--- config.mk ---
export PLATFORM = sky130hd
export DESIGN_NAME = can_engine_signal_decoder_unit
export DESIGN_NICKNAME = d
export VERILOG_FILES = /design/src/rtl/core/cesd_pkg.sv /design/src/rtl/core/cesd_ctrl.sv /design/src/rtl/core/cesd_dp.sv /design/src/rtl/core/can_engine_signal_decoder_unit.sv
export SDC_FILE = /design/constraint.sdc
export NUM_CORES = 2
export LEC_CHECK = 0
export BUFFER_PORTS_ARGS = -buffer_cell sky130_fd_sc_hd__buf_2
export CORE_MARGIN = 3
export CORE_UTILIZATION = 26
export DETAILED_ROUTE_END_ITERATION = 10
export PLACE_DENSITY = 0.39
export SYNTH_ARGS = -nofsm -noshare
export SYNTH_HDL_FRONTEND = slang
export SYNTH_SLANG_ARGS = --single-unit
--- constraint.sdc ---
create_clock -name i_clk -period 17.95 [get_ports i_clk]
set_input_delay 1.795 -clock i_clk [delete_from_list [all_inputs] [get_ports i_clk]]
set_output_delay 1.795 -clock i_clk [all_outputs]
set_load 0.005 [all_outputs]
--- src/rtl/core/cesd_pkg.sv ---
package cesd_pkg;

    localparam int IdW        = 11;
    localparam int PayloadW   = 64;
    localparam int TimeW      = 32;
    localparam int FuelW      = 15;
    localparam int RateW      = 16;
    localparam int KindW      = 3;
    localparam int AvgDepthDefault = 20;
    localparam int NumRegs    = 5;
    localparam int AddrW      = 5;

    localparam logic [IdW-1:0] SpeedIdReset   = 11'h280;
    localparam logic [IdW-1:0] Engine2IdReset = 11'h288;
    localparam logic [IdW-1:0] IntakeIdReset  = 11'h380;
    localparam logic [IdW-1:0] LampIdReset    = 11'h480;
    localparam logic [IdW-1:0] BoostIdReset   = 11'h588;

    localparam logic [AddrW-1:0] AddrSpeed   = 5'd0;
    localparam logic [AddrW-1:0] AddrEngine2 = 5'd4;
    localparam logic [AddrW-1:0] AddrIntake  = 5'd8;
    localparam logic [AddrW-1:0] AddrLamp    = 5'd12;
    localparam logic [AddrW-1:0] AddrBoost   = 5'd16;

    // multiplier for used*360, 9 bits
    localparam logic [8:0] RateScale = 9'd360;

    // 14.5037738 * 2^32, rounded down
    localparam logic [35:0] BoostMul  = 36'd62293234139;
    localparam logic [12:0] BoostBias = 13'd1470;

    typedef enum logic [KindW-1:0] {
        K_SPEED   = 3'd0,
        K_ENGINE2 = 3'd1,
        K_INTAKE  = 3'd2,
        K_LAMP    = 3'd3,
        K_BOOST   = 3'd4
    } t_kind;

    typedef enum logic [2:0] {
        S_IDLE,
        S_DIV,
        S_AVG,
        S_MEAN,
        S_OUT
    } t_state;

    // controller -> datapath
    typedef struct packed {
        logic load;       // capture accepted frame, update held values
        logic div_start;  // seed the divider
        logic div_step;   // one quotient bit
        logic avg_start;  // apply sample, update the running sum
        logic avg_done;   // latch average
        logic out_load;   // load output register
    } t_cmd;

    // datapath -> controller
    typedef struct packed {
        logic need_div;   // lamp frame with a usable sample
        logic div_last;
    } t_sts;

    function automatic logic signed [8:0] temp_of(input logic [7:0] b);
        logic signed [10:0] num;
        logic [10:0] mag;
        logic [8:0] q;
        num = $signed({1'b0, b, 2'b00} - {3'b000, b}) - 11'sd192;
        if (num >= 0) begin
            q = num[10:2];
            return $signed(q);
        end
        mag = 11'(-num);
        q = mag[10:2];
        return $signed(9'(-$signed({1'b0, q[7:0]})));
    endfunction

    // b*14.5037738 - 1470 truncated toward zero; the product is never whole
    // for b > 0, so below zero round the floor up by one
    function automatic logic signed [12:0] boost_of(input logic [7:0] b);
        logic [43:0] prod;
        logic [12:0] whole;
        prod  = 44'(b) * 44'(BoostMul);
        whole = {1'b0, prod[43:32]};
        if (b == 8'd0) return $signed(13'd0 - BoostBias);
        if (whole >= BoostBias) return $signed(whole - BoostBias);
        return $signed(whole + 13'd1 - BoostBias);
    endfunction

endpackage

--- src/rtl/core/cesd_ctrl.sv ---
module cesd_ctrl (
    input  logic             i_clk,
    input  logic             i_rst_n,
    input  logic             i_in_fire,
    input  logic             i_out_free,
    input  cesd_pkg::t_sts   i_sts,
    output logic             o_busy,
    output cesd_pkg::t_cmd   o_cmd
);
    import cesd_pkg::*;

    t_state r_state, n_state;

    always_ff @(posedge i_clk) begin
        if (!i_rst_n) begin
            r_state <= S_IDLE;
        end else begin
            r_state <= n_state;
        end
    end

    always_comb begin
        n_state = r_state;
        o_cmd   = '0;
        o_busy  = 1'b1;
        case (r_state)
            S_IDLE: begin
                o_busy = 1'b0;
                if (i_in_fire) begin
                    o_cmd.load = 1'b1;
                    n_state = S_OUT;
                end
            end
            S_OUT: begin
                // decide between direct result and fuel sample path
                if (i_sts.need_div) begin
                    o_cmd.div_start = 1'b1;
                    n_state = S_DIV;
                end else if (i_out_free) begin
                    o_cmd.out_load = 1'b1;
                    n_state = S_IDLE;
                end
            end
            S_DIV: begin
                o_cmd.div_step = 1'b1;
                if (i_sts.div_last) begin
                    n_state = S_AVG;
                end
            end
            S_AVG: begin
                o_cmd.avg_start = 1'b1;
                n_state = S_MEAN;
            end
            S_MEAN: begin
                o_cmd.avg_done = 1'b1;
                n_state = S_OUT;
            end
            default: n_state = S_IDLE;
        endcase
    end

endmodule

--- src/rtl/core/cesd_dp.sv ---
module cesd_dp #(
    parameter int AVG_DEPTH = cesd_pkg::AvgDepthDefault
) (
    input  logic                          i_clk,
    input  logic                          i_rst_n,
    input  cesd_pkg::t_cmd                i_cmd,
    output cesd_pkg::t_sts                o_sts,
    input  logic [cesd_pkg::IdW-1:0]      i_msg_id,
    input  logic [cesd_pkg::PayloadW-1:0] i_payload,
    input  logic [cesd_pkg::TimeW-1:0]    i_time_ms,
    input  logic [cesd_pkg::IdW-1:0]      i_reg_id [cesd_pkg::NumRegs],
    output logic [2:0]                    o_kind,
    output logic [13:0]                   o_rpm,
    output logic signed [8:0]             o_coolant,
    output logic signed [8:0]             o_intake,
    output logic [11:0]                   o_idle,
    output logic [4:0]                    o_lamps,
    output logic [15:0]                   o_avg,
    output logic signed [12:0]            o_boost,
    output logic                          o_match
);
    import cesd_pkg::*;

    localparam int SlotW = (AVG_DEPTH > 1) ? $clog2(AVG_DEPTH) : 1;
    localparam int SumW  = RateW + $clog2(AVG_DEPTH + 1);
    localparam int NumW  = FuelW + 9;
    localparam int DivCntW = $clog2(NumW);
    // sum / AVG_DEPTH as a multiply by a rounded-up reciprocal, exact for SumW-bit sums
    localparam int AvgSh = SumW + $clog2(AVG_DEPTH);
    localparam logic [SumW:0] AvgMul =
        (SumW+1)'(((64'd1 << AvgSh) + 64'(AVG_DEPTH) - 64'd1) / 64'(AVG_DEPTH));

    logic [RateW-1:0] r_store [AVG_DEPTH];
    logic [SlotW-1:0] r_slot;
    logic [SumW-1:0]  r_sum;
    logic [FuelW-1:0] r_prev_cnt;
    logic [TimeW-1:0] r_prev_t;
    logic             r_have;
    logic [13:0]      r_rpm;
    logic [7:0]       r_cool, r_intk;
    logic [11:0]      r_idle;
    logic [4:0]       r_lamps;
    logic signed [12:0] r_boost;
    logic [15:0]      r_avg;
    logic [2:0]       r_kind;
    logic             r_need;

    logic [NumW-1:0]  r_num;
    logic [TimeW-1:0] r_den;
    logic [TimeW:0]   r_rem;
    logic [NumW-1:0]  r_quo;
    logic [DivCntW-1:0] r_cnt;
    logic [SumW-1:0]  r_asum;
    logic [RateW-1:0] r_old;

    logic [2:0]  kind;
    logic        match;
    logic [7:0]  b1;
    logic [FuelW-1:0] cnt;
    logic [TimeW-1:0] elapsed;
    logic [TimeW:0]   rem_sh;
    logic [RateW-1:0] sample;
    logic [SumW-1:0]  new_sum;
    logic [2*SumW:0]  avg_prod;

    always_comb begin
        kind  = K_SPEED;
        match = 1'b0;
        for (int k = NumRegs - 1; k >= 0; k--) begin
            if (i_reg_id[k] == i_msg_id) begin
                kind  = 3'(k);
                match = 1'b1;
            end
        end
    end
    assign o_match = match;

    assign b1 = i_payload[15:8];
    assign cnt = {i_payload[30:24], i_payload[23:16]};
    assign elapsed = i_time_ms - r_prev_t;

    assign rem_sh   = {r_rem[TimeW-1:0], r_num[NumW-1]};
    assign sample   = (|r_quo[NumW-1:RateW]) ? '1 : r_quo[RateW-1:0];
    assign new_sum  = r_sum - SumW'(r_old) + SumW'(sample);
    assign avg_prod = (2*SumW+1)'(r_asum) * (2*SumW+1)'(AvgMul);

    assign o_sts.need_div = r_need;
    assign o_sts.div_last = (r_cnt == DivCntW'(NumW - 1));

    always_ff @(posedge i_clk) begin
        if (!i_rst_n) begin
            r_slot     <= '0;
            r_sum      <= '0;
            r_prev_cnt <= '0;
            r_prev_t   <= '0;
            r_have     <= 1'b0;
            r_rpm      <= '0;
            r_cool     <= '0;
            r_intk     <= '0;
            r_idle     <= '0;
            r_lamps    <= '1;
            r_boost    <= '0;
            r_avg      <= '0;
            r_need     <= 1'b0;
            for (int i = 0; i < AVG_DEPTH; i++) r_store[i] <= '0;
        end else begin
            if (i_cmd.load) begin
                r_kind <= kind;
                r_need <= (kind == K_LAMP) && r_have && (elapsed != '0);
                case (kind)
                    K_SPEED:   r_rpm <= i_payload[31:18];
                    K_ENGINE2: begin
                        r_cool <= b1;
                        r_idle <= 12'({i_payload[47:40], 3'b000}) +
                                  12'({i_payload[47:40], 1'b0});
                    end
                    K_INTAKE:  r_intk <= b1;
                    K_LAMP: begin
                        r_lamps <= {i_payload[50], b1[7], b1[2:0]};
                        r_num   <= NumW'(FuelW'(cnt - r_prev_cnt)) * NumW'(RateScale);
                        r_den   <= elapsed;
                        r_prev_cnt <= cnt;
                        r_prev_t   <= i_time_ms;
                        r_have     <= 1'b1;
                    end
                    default:   r_boost <= boost_of(i_payload[39:32]);
                endcase
            end
            if (i_cmd.div_start) begin
                r_need <= 1'b0;
                r_rem  <= '0;
                r_cnt  <= '0;
                r_old  <= r_store[r_slot];
            end
            if (i_cmd.div_step) begin
                // restoring division, one quotient bit per cycle
                r_num <= {r_num[NumW-2:0], 1'b0};
                if (rem_sh >= {1'b0, r_den}) begin
                    r_rem <= rem_sh - {1'b0, r_den};
                    r_quo <= {r_quo[NumW-2:0], 1'b1};
                end else begin
                    r_rem <= rem_sh;
                    r_quo <= {r_quo[NumW-2:0], 1'b0};
                end
                r_cnt <= r_cnt + 1'b1;
            end
            if (i_cmd.avg_start) begin
                r_store[r_slot] <= sample;
                r_sum  <= new_sum;
                r_asum <= new_sum;
                r_slot <= (r_slot == SlotW'(AVG_DEPTH - 1)) ? '0 : r_slot + 1'b1;
            end
            if (i_cmd.avg_done) begin
                r_avg <= 16'(avg_prod >> AvgSh);
            end
        end
    end

    assign o_kind    = r_kind;
    assign o_rpm     = r_rpm;
    assign o_coolant = temp_of(r_cool);
    assign o_intake  = temp_of(r_intk);
    assign o_idle    = r_idle;
    assign o_lamps   = r_lamps;
    assign o_avg     = r_avg;
    assign o_boost   = r_boost;

endmodule

--- src/rtl/core/can_engine_signal_decoder_unit.sv ---
// Channel   Dir  tdata / tuser contents
// s_axis    in   tdata: msg_id[10:0], payload[74:11], time_ms[106:75]
// m_axis    out  tdata: frame_type, engine_rpm, coolant_temp, intake_temp,
//                       idle_speed, lamps, fuel_rate_avg, boost_psi
// apb       cfg  five 11-bit identifier registers at 0x00..0x10
//
// A matched frame without a fuel sample is captured on acceptance, and S_OUT
// loads its result once the output is free; unmatched frames are dropped.
// A lamp frame with a sample first runs a restoring divide for used*360/elapsed
// (S_DIV) and the average steps S_AVG, S_MEAN. One frame at a time.
// Synchronous active-low reset; the rate store clears at reset. A stalled result
// holds in the output register; the next matched frame then waits in S_OUT.
module can_engine_signal_decoder_unit #(
    parameter int AVG_DEPTH = cesd_pkg::AvgDepthDefault
) (
    input  logic         i_clk,
    input  logic         i_rst_n,
    input  logic         s_axis_tvalid,
    output logic         s_axis_tready,
    // msg_id[10:0], payload[74:11], time_ms[106:75], zero fill
    input  logic [111:0] s_axis_tdata,
    output logic         m_axis_tvalid,
    input  logic         m_axis_tready,
    // frame_type[2:0], engine_rpm[16:3], coolant_temp[25:17], intake_temp[34:26],
    // idle_speed[46:35], lamps[51:47], fuel_rate_avg[67:52], boost_psi[80:68]
    output logic [87:0]  m_axis_tdata,
    input  logic         psel,
    input  logic         penable,
    input  logic         pwrite,
    input  logic [cesd_pkg::AddrW-1:0] paddr,
    input  logic [31:0]  pwdata,
    output logic [31:0]  prdata,
    output logic         pready
);
    import cesd_pkg::*;

    logic [IdW-1:0] r_reg [NumRegs];
    t_cmd cmd;
    t_sts sts;
    logic busy, in_fire, match, r_ovalid;
    logic [87:0] r_odata;
    logic [2:0]  kind;
    logic [13:0] rpm;
    logic signed [8:0] cool, intk;
    logic [11:0] idle;
    logic [4:0]  lamps;
    logic [15:0] avg;
    logic signed [12:0] boost;
    logic        r_drop;

    assign pready = 1'b1;

    always_ff @(posedge i_clk) begin
        if (!i_rst_n) begin
            r_reg[0] <= SpeedIdReset;
            r_reg[1] <= Engine2IdReset;
            r_reg[2] <= IntakeIdReset;
            r_reg[3] <= LampIdReset;
            r_reg[4] <= BoostIdReset;
        end else if (psel && penable && pwrite) begin
            case (paddr)
                AddrSpeed:   r_reg[0] <= pwdata[IdW-1:0];
                AddrEngine2: r_reg[1] <= pwdata[IdW-1:0];
                AddrIntake:  r_reg[2] <= pwdata[IdW-1:0];
                AddrLamp:    r_reg[3] <= pwdata[IdW-1:0];
                AddrBoost:   r_reg[4] <= pwdata[IdW-1:0];
                default: ;
            endcase
        end
    end

    always_comb begin
        case (paddr)
            AddrSpeed:   prdata = 32'(r_reg[0]);
            AddrEngine2: prdata = 32'(r_reg[1]);
            AddrIntake:  prdata = 32'(r_reg[2]);
            AddrLamp:    prdata = 32'(r_reg[3]);
            AddrBoost:   prdata = 32'(r_reg[4]);
            default:     prdata = '0;
        endcase
    end

    // unmatched frames are consumed without entering the controller
    assign s_axis_tready = !busy && !r_drop;
    assign in_fire = s_axis_tvalid && s_axis_tready && match;

    always_ff @(posedge i_clk) begin
        if (!i_rst_n) begin
            r_drop <= 1'b0;
        end else begin
            r_drop <= s_axis_tvalid && s_axis_tready && !match;
        end
    end

    cesd_ctrl u_ctrl (
        .i_clk      (i_clk),
        .i_rst_n    (i_rst_n),
        .i_in_fire  (in_fire),
        .i_out_free (!r_ovalid || m_axis_tready),
        .i_sts      (sts),
        .o_busy     (busy),
        .o_cmd      (cmd)
    );

    cesd_dp #(.AVG_DEPTH(AVG_DEPTH)) u_dp (
        .i_clk     (i_clk),
        .i_rst_n   (i_rst_n),
        .i_cmd     (cmd),
        .o_sts     (sts),
        .i_msg_id  (s_axis_tdata[10:0]),
        .i_payload (s_axis_tdata[74:11]),
        .i_time_ms (s_axis_tdata[106:75]),
        .i_reg_id  (r_reg),
        .o_kind    (kind),
        .o_rpm     (rpm),
        .o_coolant (cool),
        .o_intake  (intk),
        .o_idle    (idle),
        .o_lamps   (lamps),
        .o_avg     (avg),
        .o_boost   (boost),
        .o_match   (match)
    );

    always_ff @(posedge i_clk) begin
        if (!i_rst_n) begin
            r_ovalid <= 1'b0;
        end else if (cmd.out_load) begin
            r_ovalid <= 1'b1;
        end else if (m_axis_tready) begin
            r_ovalid <= 1'b0;
        end
    end

    always_ff @(posedge i_clk) begin
        if (cmd.out_load) begin
            r_odata <= {7'd0, boost, avg, lamps, idle, intk, cool, rpm, kind};
        end
    end

    assign m_axis_tvalid = r_ovalid;
    assign m_axis_tdata  = r_odata;

endmodule

==> results.txt <==
Status -> finished clean
Sequential area share after synthesis -> 0.469
Net switching share of the total power -> 0.267
Setup Skew -> 0.0620 ns
Lkg Pwr -> 25.7 nW
Setup Viol. Count Final -> 0
Layout filler cell count -> 22,200
Yosys cell types -> 81
Initial antenna violation count -> 8
Vias in the first global route -> 37,700
Hold_buf cts -> 0
Largest net degree at the start of global routing -> 62
P&R area growth vs syn -> 14.3%
Initial Util -> 0.263
Dpl cells -> 7,878
I/O Buffers -> 199
DRT Wirelength -> 158,000 um
Seq pwr share -> 0.432
Routed length per instance -> 19.5 um
Biggest area consumer among synthesized cells -> edfxtp_1
CTS root buffer -> clkbuf_16
Via density -> 4.49
Fin. max-slew vios -> 0
Flop-to-flop setup slack -> 10.03 ns
Combinational power share -> 0.152
Setup WS post-layout -> 9.31 ns
Ranking of synthesized cells by area -> edfxtp_1, ha_1, fa_1
CTS tree -> yes
Global Route Usage Sum -> 0.139
Netlist Area Pre-Place -> 56,700 um2
Num CTS Buffers -> 113
Most used DFF post-synth -> edfxtp_1
Final period util -> 0.481
Max-Cap Viols -> 0
First-pass GRT wire length -> 238,000 um
Drt first pass iters -> 5
Switch Pwr -> 1.49 mW
Max reg flops -> 512
Startpoint types -> input port
Mean area per synthesized cell -> 11.4 um2
Crit path capture type -> flop
Setup TNS Final -> 0 ns
Min-delay worst type -> flop to flop
CTS resizes -> 0
Hold worst-path end -> m_axis_tdata[77]$_DFFE_PP_
Die Ht -> 473 um
Crit path DAT -> 9.29 ns
Die Wd -> 473 um
Post-route cell area -> 64,800 um2
Peak VDD IR -> 0.0784 mV
Worst skew pair latency -> 0.78 ns
Crit path required time -> 18.60 ns
Power per Cell Area -> 86.4 nW/um2
Fmax -> 116 MHz
Clk network pwr share -> 0.415
Core area -> 216,000 um2
Postcts setup bufs -> 0
Post-synth EDFFs -> 746
Final Wtd Congestion -> 0.781
Total DRC errors in the routed layout -> 0
Cell internal pwr -> 4.11 mW
Dpl cell area -> 61,000 um2
I/O Pins -> 279
Critical-path maximum fanout -> 9
RSZ-0062 raised after global routing -> false
Clk sink count -> 956
Full die area -> 224,000 um2
Antenna-violating nets left -> 0
CTS Buffer Depth -> 3
Initial DRC count -> 1,977
DP Wirelength -> 114,000 um
Ys Warns -> 0
Final min period -> 8.64 ns
Worst slew margin -> 0.196
Fin util -> 0.301
Layout cells sized above 1 -> 0.122
Final nets -> 6,046
Gate Count Post-Synth -> 4,973
Routed vias -> 36,300
Worst-margin pin slew -> 1.20 ns
Place WS -> 8.48 ns
FP Rows -> 170
Max H-tree Level -> 3
Async set or reset register ratio after synthesis -> 0
R2R cell count -> 25
Post-Layout Cell Count -> 8,093
Final Hold Fails -> 0
Worst hold path depth -> 0
Critical path type -> input port to flop
Reg clk slew, reported paths -> 0.06 ns
Yosys reg bits -> 956
Top-area cell type share of the netlist area -> 0.395
RR Startpoint -> u_dp.r_asum[14]$_DFFE_PP_
Reg-to-Reg End -> u_dp.o_avg[15]$_SDFFE_PN0P_
Grt total ovfl -> 0
Min-Delay Startpoint -> u_dp.o_boost[9]$_SDFFE_PN0P_
-- per-layer routing --
layer / track usage / part of all wire / routed length [um]
met1: 0.186 / 0.46 / 72300
met2: 0.235 / 0.48 / 76200
met3: 0.0211 / 0.036 / 5700
met4: 0.0365 / 0.022 / 3520
met5: 0 / 0.00021 / 33
-- stage by stage --
stage	hold WS [ns]	power, mW
after detailed placement	0.410	3.34
after CTS	0.427	5.72
after floorplan	0.400	3.11
after global routing	0.432	5.92
final	0.427	5.60
after global placement	0.411	3.34
-- cell usage in the layout (no fill, tap or decap), types with 30 or more instances in the layout --
master,n
buf_4,69
buf_2,198
xnor2_1,131
nand3_1,67
mux4_2,128
a21o_1,55
xor2_1,108
nand2_1,457
clkbuf_16,117
nor2b_1,32
inv_1,612
a22oi_1,78
conb_1,30
nor3_1,40
edfxtp_1,746
clkbuf_1,31
nor2_1,508
mux2i_1,64
dfxtp_1,208
o21ai_0,99
fa_1,248
ha_1,487
a21oi_1,263
-- cells by family (layout without fill, tap and decap cells) --
logic type,Yosys count,after routing,share of synthesized area
and+or+nand+nor,1327,1327,0.102
adders and majority gates,735,735,0.195
buffers and inverters,842,1093,0.0583
AOI/OAI and AO/OA,675,675,0.0757
DFF,956,956,0.469
xor gates and xnor gates,239,239,0.0369
other,2,33,0.000132
muxes,197,197,0.0631
-- critical path: stages --
cell and delay [ns]:
buf_2 0.26, inv_1 0.15, ha_1 0.50, inv_1 0.14, fa_1 0.52, fa_1 0.57
fa_1 0.56, inv_1 0.04, ha_1 0.28, nand4_1 0.15, nor4_1 0.38, nand2_1 0.12
o21ai_0 0.57, a21oi_1 0.25, nand2_1 0.24, inv_1 0.11, ha_1 0.26, nand3b_1 0.12
mux2i_1 0.08, a311oi_1 0.30, nor3_1 0.09, o2111ai_1 0.34, a41oi_1 0.26, o41ai_1 0.85
nand4b_1 0.17, o211a_1 0.18
-- cell type report --
| type | count | area (um2) | area share |
|---|---|---|---|
| multi-input combinational | 3203 | 27100 | 0.417 |
| sequential | 956 | 26600 | 0.411 |
| tap | 2838 | 3550 | 0.0548 |
| clock buffer | 159 | 3200 | 0.0493 |
| inverter | 614 | 2310 | 0.0356 |
| timing repair buffer | 267 | 1510 | 0.0233 |
| clock inverter | 53 | 584 | 0.00901 |
| antenna | 3 | 7.51 | 0.000116 |
-- power by group through the flow --
stage,combinational [mW],clock (mW),sequential [mW]
2_1_floorplan,0.650,0,2.46
3_3_place_gp,0.876,0,2.47
3_5_place_dp,0.872,0,2.47
4_1_cts,0.880,2.42,2.42
5_1_grt,1.00,2.50,2.42
6_report,0.854,2.33,2.42
-- worst max path at each step --
stage	end	from
2_1_floorplan	m_axis_tdata[0]$_DFFE_PP_	m_axis_tready
3_3_place_gp	u_dp.o_boost[9]$_SDFFE_PN0P_	s_axis_tdata[49]
3_5_place_dp	u_dp.o_boost[11]$_SDFFE_PN0P_	s_axis_tdata[49]
6_report	u_dp.o_boost[11]$_SDFFE_PN0P_	s_axis_tdata[49]
4_1_cts	u_dp.o_boost[11]$_SDFFE_PN0P_	s_axis_tdata[49]
5_1_grt	u_dp.o_boost[7]$_SDFFE_PN0P_	s_axis_tdata[49]
-- Yosys cell counts, drive strengths merged, types with 11 or more instances --
| master | n |
|---|---|
| a211oi | 23 |
| a21boi | 19 |
| a21o | 55 |
| a21oi | 264 |
| a222oi | 11 |
| a22oi | 78 |
| a31oi | 11 |
| and2 | 20 |
| and3 | 27 |
| buf | 58 |
| clkbuf | 170 |
| dfxtp | 210 |
| edfxtp | 746 |
| fa | 248 |
| ha | 487 |
| inv | 613 |
| mux2i | 64 |
| mux4 | 128 |
| nand2 | 457 |
| nand2b | 25 |
| nand3 | 67 |
| nand4 | 27 |
| nor2 | 536 |
| nor2b | 34 |
| nor3 | 46 |
| nor3b | 14 |
| nor4 | 18 |
| o21a | 15 |
| o21ai | 101 |
| o21bai | 12 |
| o31ai | 19 |
| or2 | 11 |
| or3 | 15 |
| xnor2 | 131 |
| xor2 | 108 |
(Power assumes the default switching activity.)
